`src/rtl/cnfsa_pkg.sv`:
```
// Shared constants, types and helper functions of the slot allocator.
`default_nettype none

package cnfsa_pkg;

    localparam int MAX_SLOTS = 1024;
    localparam int SLOT_W    = 11;
    localparam int WORD_W    = 32;
    localparam int BIT_W     = $clog2(WORD_W);
    localparam int ROWS      = MAX_SLOTS / WORD_W;
    localparam int ROW_W     = $clog2(ROWS);
    localparam int ROWC_W    = ROW_W + 1;
    localparam int IDX_W     = $clog2(MAX_SLOTS);

    localparam logic CMD_ALLOC   = 1'b0;
    localparam logic CMD_RELEASE = 1'b1;

    typedef enum logic [4:0] {
        ST_IDLE   = 5'b00001,
        ST_SEEK   = 5'b00010,
        ST_CHECK  = 5'b00100,
        ST_RESULT = 5'b01000,
        ST_REL    = 5'b10000
    } state_t;

    function automatic logic [BIT_W-1:0] first_word_bit(input logic [WORD_W-1:0] v);
        logic [BIT_W-1:0] r;
        r = '0;
        for (int i = WORD_W - 1; i >= 0; i--) begin
            if (v[i])
            begin
                r = BIT_W'(i);
            end
        end
        return r;
    endfunction

    function automatic logic [ROW_W-1:0] first_row(input logic [ROWS-1:0] v);
        logic [ROW_W-1:0] r;
        r = '0;
        for (int i = ROWS - 1; i >= 0; i--) begin
            if (v[i])
            begin
                r = ROW_W'(i);
            end
        end
        return r;
    endfunction

endpackage

`default_nettype wire

```
`src/rtl/circular_next_free_slot_allocator.sv`:
```
// Allocate: after accept, seek and row read/check repeat until a free slot is found or none is left,
// then the result is registered out; the wrap to slot 1 adds a seek step (at most 3 row reads).
// Release: read, then write back of the row, no result. One transaction at a time; the row
// read/check loop over the single memory port and the per-row full summary set the rate.
// Reset: all slots free (row valid bits cleared), slot count 1024, output empty.
`default_nettype none

module circular_next_free_slot_allocator (
    input  wire logic                         clk,
    input  wire logic                         rst_n,
    input  wire logic                         cfg_wr_en,
    input  wire logic [cnfsa_pkg::SLOT_W-1:0] cfg_wr_data,
    input  wire logic                         in_valid,
    output logic                              in_ready,
    input  wire logic                         command,
    input  wire logic [cnfsa_pkg::SLOT_W-1:0] slot,
    output logic                              out_valid,
    input  wire logic                         out_ready,
    output logic      [cnfsa_pkg::SLOT_W-1:0] granted_slot,
    output logic                              all_full
);
    import cnfsa_pkg::*;

    state_t                state_reg, state_next;
    logic [SLOT_W-1:0]     count_reg;
    logic                  phase_reg, phase_next;
    logic [IDX_W-1:0]      start_reg, start_next;
    logic [IDX_W-1:0]      lo_reg, lo_next;
    logic [IDX_W-1:0]      hm1_reg, hm1_next;
    logic [ROWC_W-1:0]     cur_row_reg, cur_row_next;
    logic [IDX_W-1:0]      rel_idx_reg, rel_idx_next;
    logic [ROWS-1:0]       full_reg, full_next;
    logic [ROWS-1:0]       rvalid_reg, rvalid_next;
    logic                  rd_ok_reg, rd_ok_next;
    logic [SLOT_W-1:0]     res_slot_reg, res_slot_next;
    logic                  res_full_reg, res_full_next;
    logic                  out_valid_reg, out_valid_next;
    logic [SLOT_W-1:0]     out_slot_reg, out_slot_next;
    logic                  out_full_reg, out_full_next;

    logic [WORD_W-1:0]     mem [ROWS];
    logic [WORD_W-1:0]     rd_data_reg;
    logic                  mem_re, mem_we;
    logic [ROW_W-1:0]      mem_raddr, mem_waddr;
    logic [WORD_W-1:0]     mem_wdata;

    logic [SLOT_W-1:0]     cnt_eff;
    logic                  start_ok, rel_ok;
    logic [IDX_W-1:0]      s_idx, rel_idx;
    logic [ROW_W-1:0]      last_row, lo_row, row;
    logic [ROWS-1:0]       cand;
    logic [ROW_W-1:0]      cand_row;
    logic [WORD_W-1:0]     row_data, lo_mask, hi_mask, free_bits, new_row;
    logic [BIT_W-1:0]      hit_bit, rel_bit;

    assign in_ready     = (state_reg == ST_IDLE);
    assign out_valid    = out_valid_reg;
    assign granted_slot = out_slot_reg;
    assign all_full     = out_full_reg;

    assign cnt_eff  = (count_reg > SLOT_W'(MAX_SLOTS)) ? SLOT_W'(MAX_SLOTS) : count_reg;
    assign start_ok = (slot != '0) && (slot <= cnt_eff);
    assign s_idx    = start_ok ? IDX_W'(slot - SLOT_W'(1)) : '0;
    assign rel_ok   = (slot != '0) && (slot <= SLOT_W'(MAX_SLOTS));
    assign rel_idx  = IDX_W'(slot - SLOT_W'(1));
    assign rel_bit  = rel_idx_reg[BIT_W-1:0];

    assign last_row = hm1_reg[IDX_W-1:BIT_W];
    assign lo_row   = lo_reg[IDX_W-1:BIT_W];
    assign row      = cur_row_reg[ROW_W-1:0];

    always_comb
    begin
        for (int r = 0; r < ROWS; r++) begin
            cand[r] = !full_reg[r] && (ROWC_W'(r) >= cur_row_reg)
                      && (ROW_W'(r) <= last_row);
        end
    end

    assign cand_row  = first_row(cand);
    assign row_data  = rd_ok_reg ? rd_data_reg : '0;
    assign lo_mask   = (row == lo_row) ? ({WORD_W{1'b1}} << lo_reg[BIT_W-1:0])
                                       : {WORD_W{1'b1}};
    assign hi_mask   = (row == last_row)
                       ? ({WORD_W{1'b1}} >> (BIT_W'(WORD_W - 1) - hm1_reg[BIT_W-1:0]))
                       : {WORD_W{1'b1}};
    assign free_bits = ~row_data & lo_mask & hi_mask;
    assign hit_bit   = first_word_bit(free_bits);
    assign new_row   = row_data | (WORD_W'(1) << hit_bit);

    always_comb
    begin
        state_next     = state_reg;
        phase_next     = phase_reg;
        start_next     = start_reg;
        lo_next        = lo_reg;
        hm1_next       = hm1_reg;
        cur_row_next   = cur_row_reg;
        rel_idx_next   = rel_idx_reg;
        full_next      = full_reg;
        rvalid_next    = rvalid_reg;
        rd_ok_next     = rd_ok_reg;
        res_slot_next  = res_slot_reg;
        res_full_next  = res_full_reg;
        out_valid_next = out_valid_reg;
        out_slot_next  = out_slot_reg;
        out_full_next  = out_full_reg;
        mem_re         = 1'b0;
        mem_raddr      = '0;
        mem_we         = 1'b0;
        mem_waddr      = row;
        mem_wdata      = new_row;

        if (out_valid_reg && out_ready)
        begin
            out_valid_next = 1'b0;
        end

        case (state_reg)
            ST_IDLE:
            begin
                if (in_valid)
                begin
                    if (command == CMD_RELEASE)
                    begin
                        if (rel_ok)
                        begin
                            mem_re       = 1'b1;
                            mem_raddr    = rel_idx[IDX_W-1:BIT_W];
                            rel_idx_next = rel_idx;
                            state_next   = ST_REL;
                        end
                    end
                    else if (cnt_eff == '0)
                    begin
                        res_slot_next = '0;
                        res_full_next = 1'b1;
                        state_next    = ST_RESULT;
                    end
                    else
                    begin
                        phase_next   = 1'b0;
                        start_next   = s_idx;
                        lo_next      = s_idx;
                        hm1_next     = IDX_W'(cnt_eff - SLOT_W'(1));
                        cur_row_next = ROWC_W'(s_idx[IDX_W-1:BIT_W]);
                        state_next   = ST_SEEK;
                    end
                end
            end
            ST_SEEK:
            begin
                if (|cand)
                begin
                    mem_re       = 1'b1;
                    mem_raddr    = cand_row;
                    cur_row_next = ROWC_W'(cand_row);
                    state_next   = ST_CHECK;
                end
                else if (!phase_reg && (start_reg != '0))
                begin
                    phase_next   = 1'b1;
                    lo_next      = '0;
                    hm1_next     = start_reg - IDX_W'(1);
                    cur_row_next = '0;
                end
                else
                begin
                    res_slot_next = '0;
                    res_full_next = 1'b1;
                    state_next    = ST_RESULT;
                end
            end
            ST_CHECK:
            begin
                if (|free_bits)
                begin
                    mem_we             = 1'b1;
                    full_next[row]     = &new_row;
                    rvalid_next[row]   = 1'b1;
                    res_slot_next      = SLOT_W'({row, hit_bit}) + SLOT_W'(1);
                    res_full_next      = 1'b0;
                    state_next         = ST_RESULT;
                end
                else
                begin
                    cur_row_next = cur_row_reg + ROWC_W'(1);
                    state_next   = ST_SEEK;
                end
            end
            ST_RESULT:
            begin
                if (!out_valid_reg || out_ready)
                begin
                    out_valid_next = 1'b1;
                    out_slot_next  = res_slot_reg;
                    out_full_next  = res_full_reg;
                    state_next     = ST_IDLE;
                end
            end
            ST_REL:
            begin
                mem_we                                 = 1'b1;
                mem_waddr                              = rel_idx_reg[IDX_W-1:BIT_W];
                mem_wdata                              = row_data & ~(WORD_W'(1) << rel_bit);
                full_next[rel_idx_reg[IDX_W-1:BIT_W]]   = 1'b0;
                rvalid_next[rel_idx_reg[IDX_W-1:BIT_W]] = 1'b1;
                state_next                             = ST_IDLE;
            end
            default:
            begin
                state_next = ST_IDLE;
            end
        endcase

        if (mem_re)
        begin
            rd_ok_next = rvalid_reg[mem_raddr];
        end
    end

    always_ff @(posedge clk)
    begin
        if (mem_we)
        begin
            mem[mem_waddr] <= mem_wdata;
        end
        if (mem_re)
        begin
            rd_data_reg <= mem[mem_raddr];
        end
    end

    always_ff @(posedge clk or negedge rst_n)
    begin
        if (!rst_n)
        begin
            state_reg     <= ST_IDLE;
            count_reg     <= SLOT_W'(MAX_SLOTS);
            full_reg      <= '0;
            rvalid_reg    <= '0;
            rd_ok_reg     <= 1'b0;
            out_valid_reg <= 1'b0;
        end
        else
        begin
            state_reg     <= state_next;
            full_reg      <= full_next;
            rvalid_reg    <= rvalid_next;
            rd_ok_reg     <= rd_ok_next;
            out_valid_reg <= out_valid_next;
            if (cfg_wr_en)
            begin
                count_reg <= cfg_wr_data;
            end
        end
    end

    always_ff @(posedge clk)
    begin
        phase_reg    <= phase_next;
        start_reg    <= start_next;
        lo_reg       <= lo_next;
        hm1_reg      <= hm1_next;
        cur_row_reg  <= cur_row_next;
        rel_idx_reg  <= rel_idx_next;
        res_slot_reg <= res_slot_next;
        res_full_reg <= res_full_next;
        out_slot_reg <= out_slot_next;
        out_full_reg <= out_full_next;
    end

endmodule

`default_nettype wire

```
`config.mk`:
```
export PLATFORM = sky130hd
export DESIGN_NAME = circular_next_free_slot_allocator
export DESIGN_NICKNAME = d
export VERILOG_FILES = /design/src/rtl/cnfsa_pkg.sv /design/src/rtl/circular_next_free_slot_allocator.sv
export SDC_FILE = /design/constraint.sdc
export NUM_CORES = 2
export LEC_CHECK = 0
export BUFFER_PORTS_ARGS = -buffer_cell sky130_fd_sc_hd__buf_2
export CAP_MARGIN = 25
export CORE_MARGIN = 4
export CORE_UTILIZATION = 50
export CTS_BUF_LIST = sky130_fd_sc_hd__clkbuf_8
export DETAILED_ROUTE_END_ITERATION = 12
export PLACE_DENSITY = 0.65
export SLEW_MARGIN = 30
export SYNTH_ARGS = -nofsm -noshare
export SYNTH_HDL_FRONTEND = slang
export SYNTH_SLANG_ARGS = --single-unit
```
`constraint.sdc`:
```
create_clock -name clk -period 5.6 [get_ports clk]
set_input_delay 0.56 -clock clk [delete_from_list [all_inputs] [get_ports clk]]
set_output_delay 0.56 -clock clk [all_outputs]
set_load 0.005 [all_outputs]
```
# [Word-level counts from Yosys, hierarchy flattened]
# Memories as Yosys holds them, arrays and structs flattened. A register that Yosys moved wholly into a read port is not among the register bits.
# Index checks and enable logic that the tools add are counted.
[totals] reg_bits=153 ram_bits=1024 input_bits=28 wordCells=400 n_memories=1
[memory_table] memory="mem" words=32 width=32 read_ports=1 rd_ports_with_merged_regs=1 wr=1 line_no="circular_next_free_slot_allocator.sv:41" source="logic [WORD_W-1:0] mem [ROWS];"
[classes] addsub=6 order_cmp=72 eq_ne=20 shift=4 n_mux=147 bitwise_logic=12 n_reduce_logical=122
[op_table] operator="2-to-1 mux 5 bit" count=75
[op_table] operator="2-to-1 mux 32 bit" count=6
[op_table] operator="AND 32 bit" count=4
[op_table] operator="case mux 32 bit (2 select lines)" count=2
[op_table] operator="2-to-1 mux 10 bit" count=11
[op_table] operator="greater-or-equal comparator 5 x 6 -> 1 bit, first input constant" count=16
[op_table] operator="NOT 32 bit" count=3
[op_table] operator="OR 32 bit" count=3
[op_table] operator="<= comparator 5 bit, first input constant" count=16
[op_table] operator="2-to-1 mux 11 bit" count=7
[op_table] operator="logical AND 1 bit" count=70
[op_table] operator="OR reduction 32 bit" count=2
[op_table] operator="<< shifter 1 x 5 -> 32 bit, first input constant" count=2
[op_table] operator="greater-or-equal comparator 4 x 6 -> 1 bit, first input constant" count=8
[op_table] operator="<= comparator 4 x 5 -> 1 bit, first input constant" count=8
[op_table] operator="case mux 10 bit (2 select lines)" count=2
[op_table] operator="2-to-1 mux 6 bit" count=6
[op_table] operator="logical NOT 1 bit" count=34
[op_table] operator="case mux 11 bit (3 select lines)" count=1
[op_table] operator="bitwise mux 32 bit" count=1
[op_table] operator="AND reduction 32 bit" count=1
[op_table] operator="<< shifter 32 x 5 -> 32 bit, first input constant" count=1
[op_table] operator="right shift 32 x 5 -> 32 bit, first input constant" count=1
[op_table] operator="subtractor 10 x 1 -> 10 bit, second input constant" count=3
[op_table] operator="other kinds (44)" count=100

# [Depth between registers and ports, before layout]
[logic_depth] depth_word=42 mapped_depth=25 mapped_depth_nobuf=21

# [Least setup slack after synthesis]
# No wires, ideal clock.
[synth_path] path_type="reg2reg" from="register cur_row_reg[0]" to="memory mem[0][14], data pin" arrival_time_ns=4.532 required_ns=5.213 setup_slack_ns=0.681 path_stages_with_launch=19 path_buffers=3 synth_period_minus_slack_ns=4.919 cell_sequence="edfxtp_1 > buf_2 > xnor2_2 > and2_1 > buf_2 > a32oi_1 > a21oi_1 > or2_2 > o21ai_0 > a41oi_1 > o211ai_1 > nand2_1 > a311oi_1 > ha_1 > buf_1 > inv_1 > nor2_1 > nand3_1 > a22oi_1"
[synth_between] elab_chain_len=39 elab_cells_between_ends=41
[synth_lines] element="from (decl)" line_no="circular_next_free_slot_allocator.sv:30" source="logic [ROWC_W-1:0] cur_row_reg, cur_row_next;"
[synth_lines] element="from (signal assigned)" line_no="circular_next_free_slot_allocator.sv:265" source="cur_row_reg <= cur_row_next;"
[synth_lines] element="== test 5 bit" line_no="circular_next_free_slot_allocator.sv:82" source="assign lo_mask = (row == lo_row) ? ({WORD_W{1'b1}} << lo_reg[BIT_W-1:0])"
[synth_lines] element="2-to-1 mux 32 bit" line_no="circular_next_free_slot_allocator.sv:82"
[synth_lines] element="AND 32 bit" line_no="circular_next_free_slot_allocator.sv:87" source="assign free_bits = ~row_data & lo_mask & hi_mask;"
[synth_lines] element="AND 32 bit *" line_no="circular_next_free_slot_allocator.sv:87"
[synth_lines] element="2-to-1 mux 5 bit (31 in series)" line_no="cnfsa_pkg.sv:30" source="if (v[i])"
[synth_lines] element="2-to-1 mux 5 bit *" line_no="cnfsa_pkg.sv:30"
[synth_lines] element="<< shifter 1 x 5 -> 32 bit *" line_no="circular_next_free_slot_allocator.sv:89" source="assign new_row = row_data | (WORD_W'(1) << hit_bit);"
[synth_lines] element="OR 32 bit *" line_no="circular_next_free_slot_allocator.sv:89"
[synth_lines] element="2-to-1 mux 32 bit *" line_no="circular_next_free_slot_allocator.sv:119" source="case (state_reg)"
[synth_lines] element="named net mem_wdata[14]" line_no="circular_next_free_slot_allocator.sv:45" source="logic [WORD_W-1:0] mem_wdata;"
[synth_lines] element="to (decl)" line_no="circular_next_free_slot_allocator.sv:41"
# Mark *: on every way through the listed nets, which the timed path passes. The rest lies on a longest branch.

# [Worst setup path after layout]
[layout_path] from="register cur_row_reg[0]" to="register rd_data_reg[27] (read register of mem), data pin"
[layout_between] elab_chain_len=37 elab_cells_between_ends=133
[layout_lines] element="greater-or-equal comparator 5 x 6 -> 1 bit" line_no="circular_next_free_slot_allocator.sv:75" source="cand[r] = !full_reg[r] && (ROWC_W'(r) >= cur_row_reg)"
[layout_lines] element="logical AND 1 bit" line_no="circular_next_free_slot_allocator.sv:75"
[layout_lines] element="logical AND 1 bit" line_no="circular_next_free_slot_allocator.sv:76" source="&& (ROW_W'(r) <= last_row);"
[layout_lines] element="2-to-1 mux 5 bit (32 in series)" line_no="cnfsa_pkg.sv:42" source="if (v[i])"
[layout_lines] element="2-to-1 mux 5 bit" line_no="circular_next_free_slot_allocator.sv:153" source="if (|cand)"
[layout_lines] element="case mux 5 bit (2 select lines)" line_no="circular_next_free_slot_allocator.sv:119"
[layout_lines] element="to (decl)" line_no="circular_next_free_slot_allocator.sv:42" source="logic [WORD_W-1:0] rd_data_reg;"
# Several ways; a longest one is shown, not always the timed one.
# A chain may end at the register's enable or synchronous reset.

==> flow_metrics.tcl <==
set metrics [dict create \
    antenna_found_initial 2 \
    largest_reg_flops 1024 \
    pwr-share-seq_pct 51.5 \
    max_freq_mhz 185.3 \
    crit_chain "buf_4 > inv_1 > ha_1 > o21ba_2 > nor4b_2 > o21ai_0 > a2111oi_0 > o31ai_1 > a21boi_1 > buf_4 > o41a_2 > buf_12 > buf_12 > buf_4 > nand2_1 > a31oi_1 > o22ai_1 > nor4_4" \
    hold_path_class "in2reg" \
    synth_area_um2 52890 \
    worstSetupPathType "reg2reg" \
    syn_avg_cell_area_um2 11.95 \
    ant_nets 0 \
    synth_nets 4477 \
    pwr-share-comb_pct 15.4 \
    grt_max_degree 79 \
    multi_input_area_um2 16100 \
    cap_violations 0 \
    die_area_um2 111100 \
    yosysSeqAreaShare_pct 67.87 \
    grt.total_usage_pct 29.41 \
    ir_worst_vdd_mv 0.2203 \
    layout-drive-gt1-share_pct 15.12 \
    die_x_um 333.3 \
    cts_tree "built" \
    hold_viol_final 0 \
    place_congestion 0.9669 \
    path_clk_slew_ns 0.05 \
    grt_pass1_vias 36550 \
    synth.distinct_cells 98 \
    p_total_uw 20840 \
    timing.final.crit_share_pct 96.38 \
    power_density_nw_per_um2 342.1 \
    synthArstFlopShare_pct 6.782 \
    clock-sinks 1209 \
    ff_latch_area_um2 35900 \
    p_clk_share_pct 33.1 \
    vias 38720 \
    slew_headroom_pct 27.69 \
    num_rows 119 \
    dp_slack_ns -0.1712 \
    power.switching_uw 5794 \
    worst_slack_ns 0.2026 \
    nets 4749 \
    die-height_um 333.3 \
    synth_edf_count 1127 \
    clk_latency_ns 0.89 \
    synth-seq-cells 1209 \
    portBuffers 41 \
    fin_skew_ns 0.05344 \
    crit_fanout 41 \
    cp_slowest_cell "a2111oi_0" \
    ctsLongestPathBuffers 3 \
    hpwl_um 104300 \
    slew_viol_final 0 \
    drc_errors 0 \
    viasPerCell 6.203 \
    ys_warn_count 0 \
    cts_buffers 195 \
    crit_top_cell "buf_4" \
    boundaryPins 42 \
    start_kind "register" \
    switching_share_pct 27.81 \
    cpPeakStageDelay_ns 0.58 \
    core_um2 105100 \
    setup_violations 0 \
    nFillCells 8559 \
    cts-root-buf "clkbuf_8" \
    drt-pass1-iter-count 5 \
    status "complete, no violations" \
    p_leak_uw 0.02250 \
    critPathArrivalTime_ns 6.00 \
    whs_ns 0.06131 \
    ys.flop_type "edfxtp_1" \
    grt-ovfl-total 0 \
    routed_wl_um 166700 \
    required_ns 6.20 \
    wl_per_cell_um 26.71 \
    htreeDepth 4 \
    p_int_uw 15040 \
    end_kind "register" \
    rsz0062_at_grt "no" \
    fin_crit_ns 5.397 \
    final_core_util_pct 57.94 \
    grt_pass1_wl_um 244000 \
    initial_core_util_pct 50.32 \
    regMostFlops "mem" \
    worst_pin_slew_ns 1.082 \
    syn_inst 4426 \
    syn_to_final_growth_pct 15.15 \
    setup_tns_ns 0 \
    drt-initial-drc-count 4511 \
]
placed cells by master, fill, tap and decap left out, types with 15 or more instances in the layout:
master and instances:
a21oi_1 64, a31oi_1 282, a32oi_1 18, and2_1 30
and3_1 283, buf_12 74, buf_2 40, buf_4 225
clkbuf_8 203, clkinv_1 40, dfrtp_1 79, dlygate4sd3_1 16
edfxtp_1 1127, ha_1 21, inv_1 118, nand2_1 1200
nand2b_1 18, nand3_1 72, nand3b_1 23, nor2_1 113
nor2_4 32, nor2b_1 16, nor3_1 39, nor4_1 39
o211ai_1 25, o21a_1 15, o21ai_0 65, o22ai_1 131
o31ai_1 39, or2_2 18, or3_1 24, xnor2_1 20
cells by family (layout without fill, tap and decap cells):
logic type	Yosys count	after routing	share of synthesized area (%)
AND/OR/NAND/NOR	1983	1983	17.13
flip-flops	1209	1209	67.87
AO/OA/AOI/OAI	834	834	10.65
buffers and inverters	319	742	2.666
XOR/XNOR	37	37	0.7120
adder cells (fa/ha/maj)	23	23	0.5441
multiplexers	21	21	0.4305
other	0	1	0
worst paths after layout:
kind / startpoint / end / slack (ns) / cells past startpoint
max: cur_row_reg[0] / rd_data_reg[27] / 0.20 / 18
max reg2reg: cur_row_reg[0] / rd_data_reg[27] / 0.20 / 18
min in group asynchronous: rst_n / state_reg[4] / 0.08 / 2
min reg2reg: res_slot_reg[0] / granted_slot[0] / 0.41 / 0
min: command / state_reg[0] / 0.06 / 3
max in group asynchronous: rst_n / rd_ok_reg / 4.35 / 3
power groups by stage:
stage	Combinational (uW)	Clock (uW)	Sequential, uW
finish	3200	6910	10700
global route	3430	7450	10700
CTS	3130	7020	10700
detailed placement	3110	0	10900
global placement	3100	0	10900
floorplan	1790	0	10900
through the flow:
step           std cells  instance area (um2)
6_report            6241                60910
5_1_grt             6241                60910
4_1_cts             6237                60820
3_5_place_dp        5873                57160
3_3_place_gp        5873                57150
2_1_floorplan       4426                52890
per-layer routing:
layer | vias up | GRT usage (%) | share of wire [%]
met5 | - | 0 | 0
met4 | 0 | 10.16 | 3.4
met3 | 368 | 5.392 | 9.1
met2 | 1995 | 46.01 | 46
met1 | 19260 | 41.82 | 41
li1 | 17090 | - | -
cell type report:
class	instances	area share, %
tap	1391	2.857
clock inverter	145	1.142
clock buffer	203	4.587
timing repair buffer	355	5.797
multi-input combinational	2898	26.43
sequential	1209	58.94
inverter	39	0.2403
antenna	1	0.004108
worst max-delay path, delay by kind of cell (launching register included):
kind | cells | cell delay (ns)
AOI/OAI and AO/OA | 8 | 1.90
adders and majority gates | 1 | 0.40
and+or+nand+nor | 3 | 0.86
buffers and inverters | 6 | 1.36
DFF | 1 | 0.51
repair_timing:
| item | 4_1_cts | 5_1_grt |
|---|---|---|
| setup endpoints to repair | 1 | 38 |
| hold buffers | 16 | 0 |
| setup buffers | 0 | 3 |
| hold endpoints to repair | 31 | 0 |
| cloned | 0 | 0 |
| resized for setup | 1 | 13 |
| pin swaps | 0 | 2 |
synthesized netlist by cell type, types with 7 or more instances:
library cell | count | area, um2
a211oi_1 | 11 | 82.58
a21boi_0 | 8 | 60.06
a21o_1 | 12 | 90.09
a21oi_1 | 76 | 380.4
a22oi_1 | 20 | 150.1
a31oi_1 | 286 | 1789
a32oi_1 | 18 | 157.7
and2_1 | 32 | 200.2
and3_1 | 284 | 1777
buf_1 | 11 | 41.29
buf_2 | 109 | 545.5
buf_4 | 14 | 105.1
clkbuf_1 | 142 | 533.0
dfrtp_1 | 80 | 2002
edfxtp_1 | 1127 | 33840
ha_1 | 23 | 287.8
inv_1 | 38 | 142.6
mux2_2 | 14 | 157.7
mux2i_1 | 7 | 70.07
nand2_1 | 1206 | 4527
nand2b_1 | 21 | 131.4
nand3_1 | 72 | 360.4
nand3b_1 | 23 | 172.7
nand4_1 | 14 | 87.58
nor2_1 | 146 | 548.0
nor2b_1 | 16 | 100.1
nor3_1 | 41 | 205.2
nor3b_1 | 10 | 75.07
nor4_1 | 41 | 256.5
o211ai_1 | 25 | 187.7
o21a_1 | 15 | 112.6
o21ai_0 | 67 | 335.3
o21bai_1 | 11 | 82.58
o221ai_1 | 14 | 122.6
o22ai_1 | 131 | 819.5
o31ai_1 | 40 | 300.3
or2_2 | 17 | 106.4
or3_1 | 25 | 156.4
xnor2_1 | 22 | 192.7
xnor2_2 | 7 | 113.9
xor2_1 | 8 | 70.07
(Power assumes the default switching activity.)
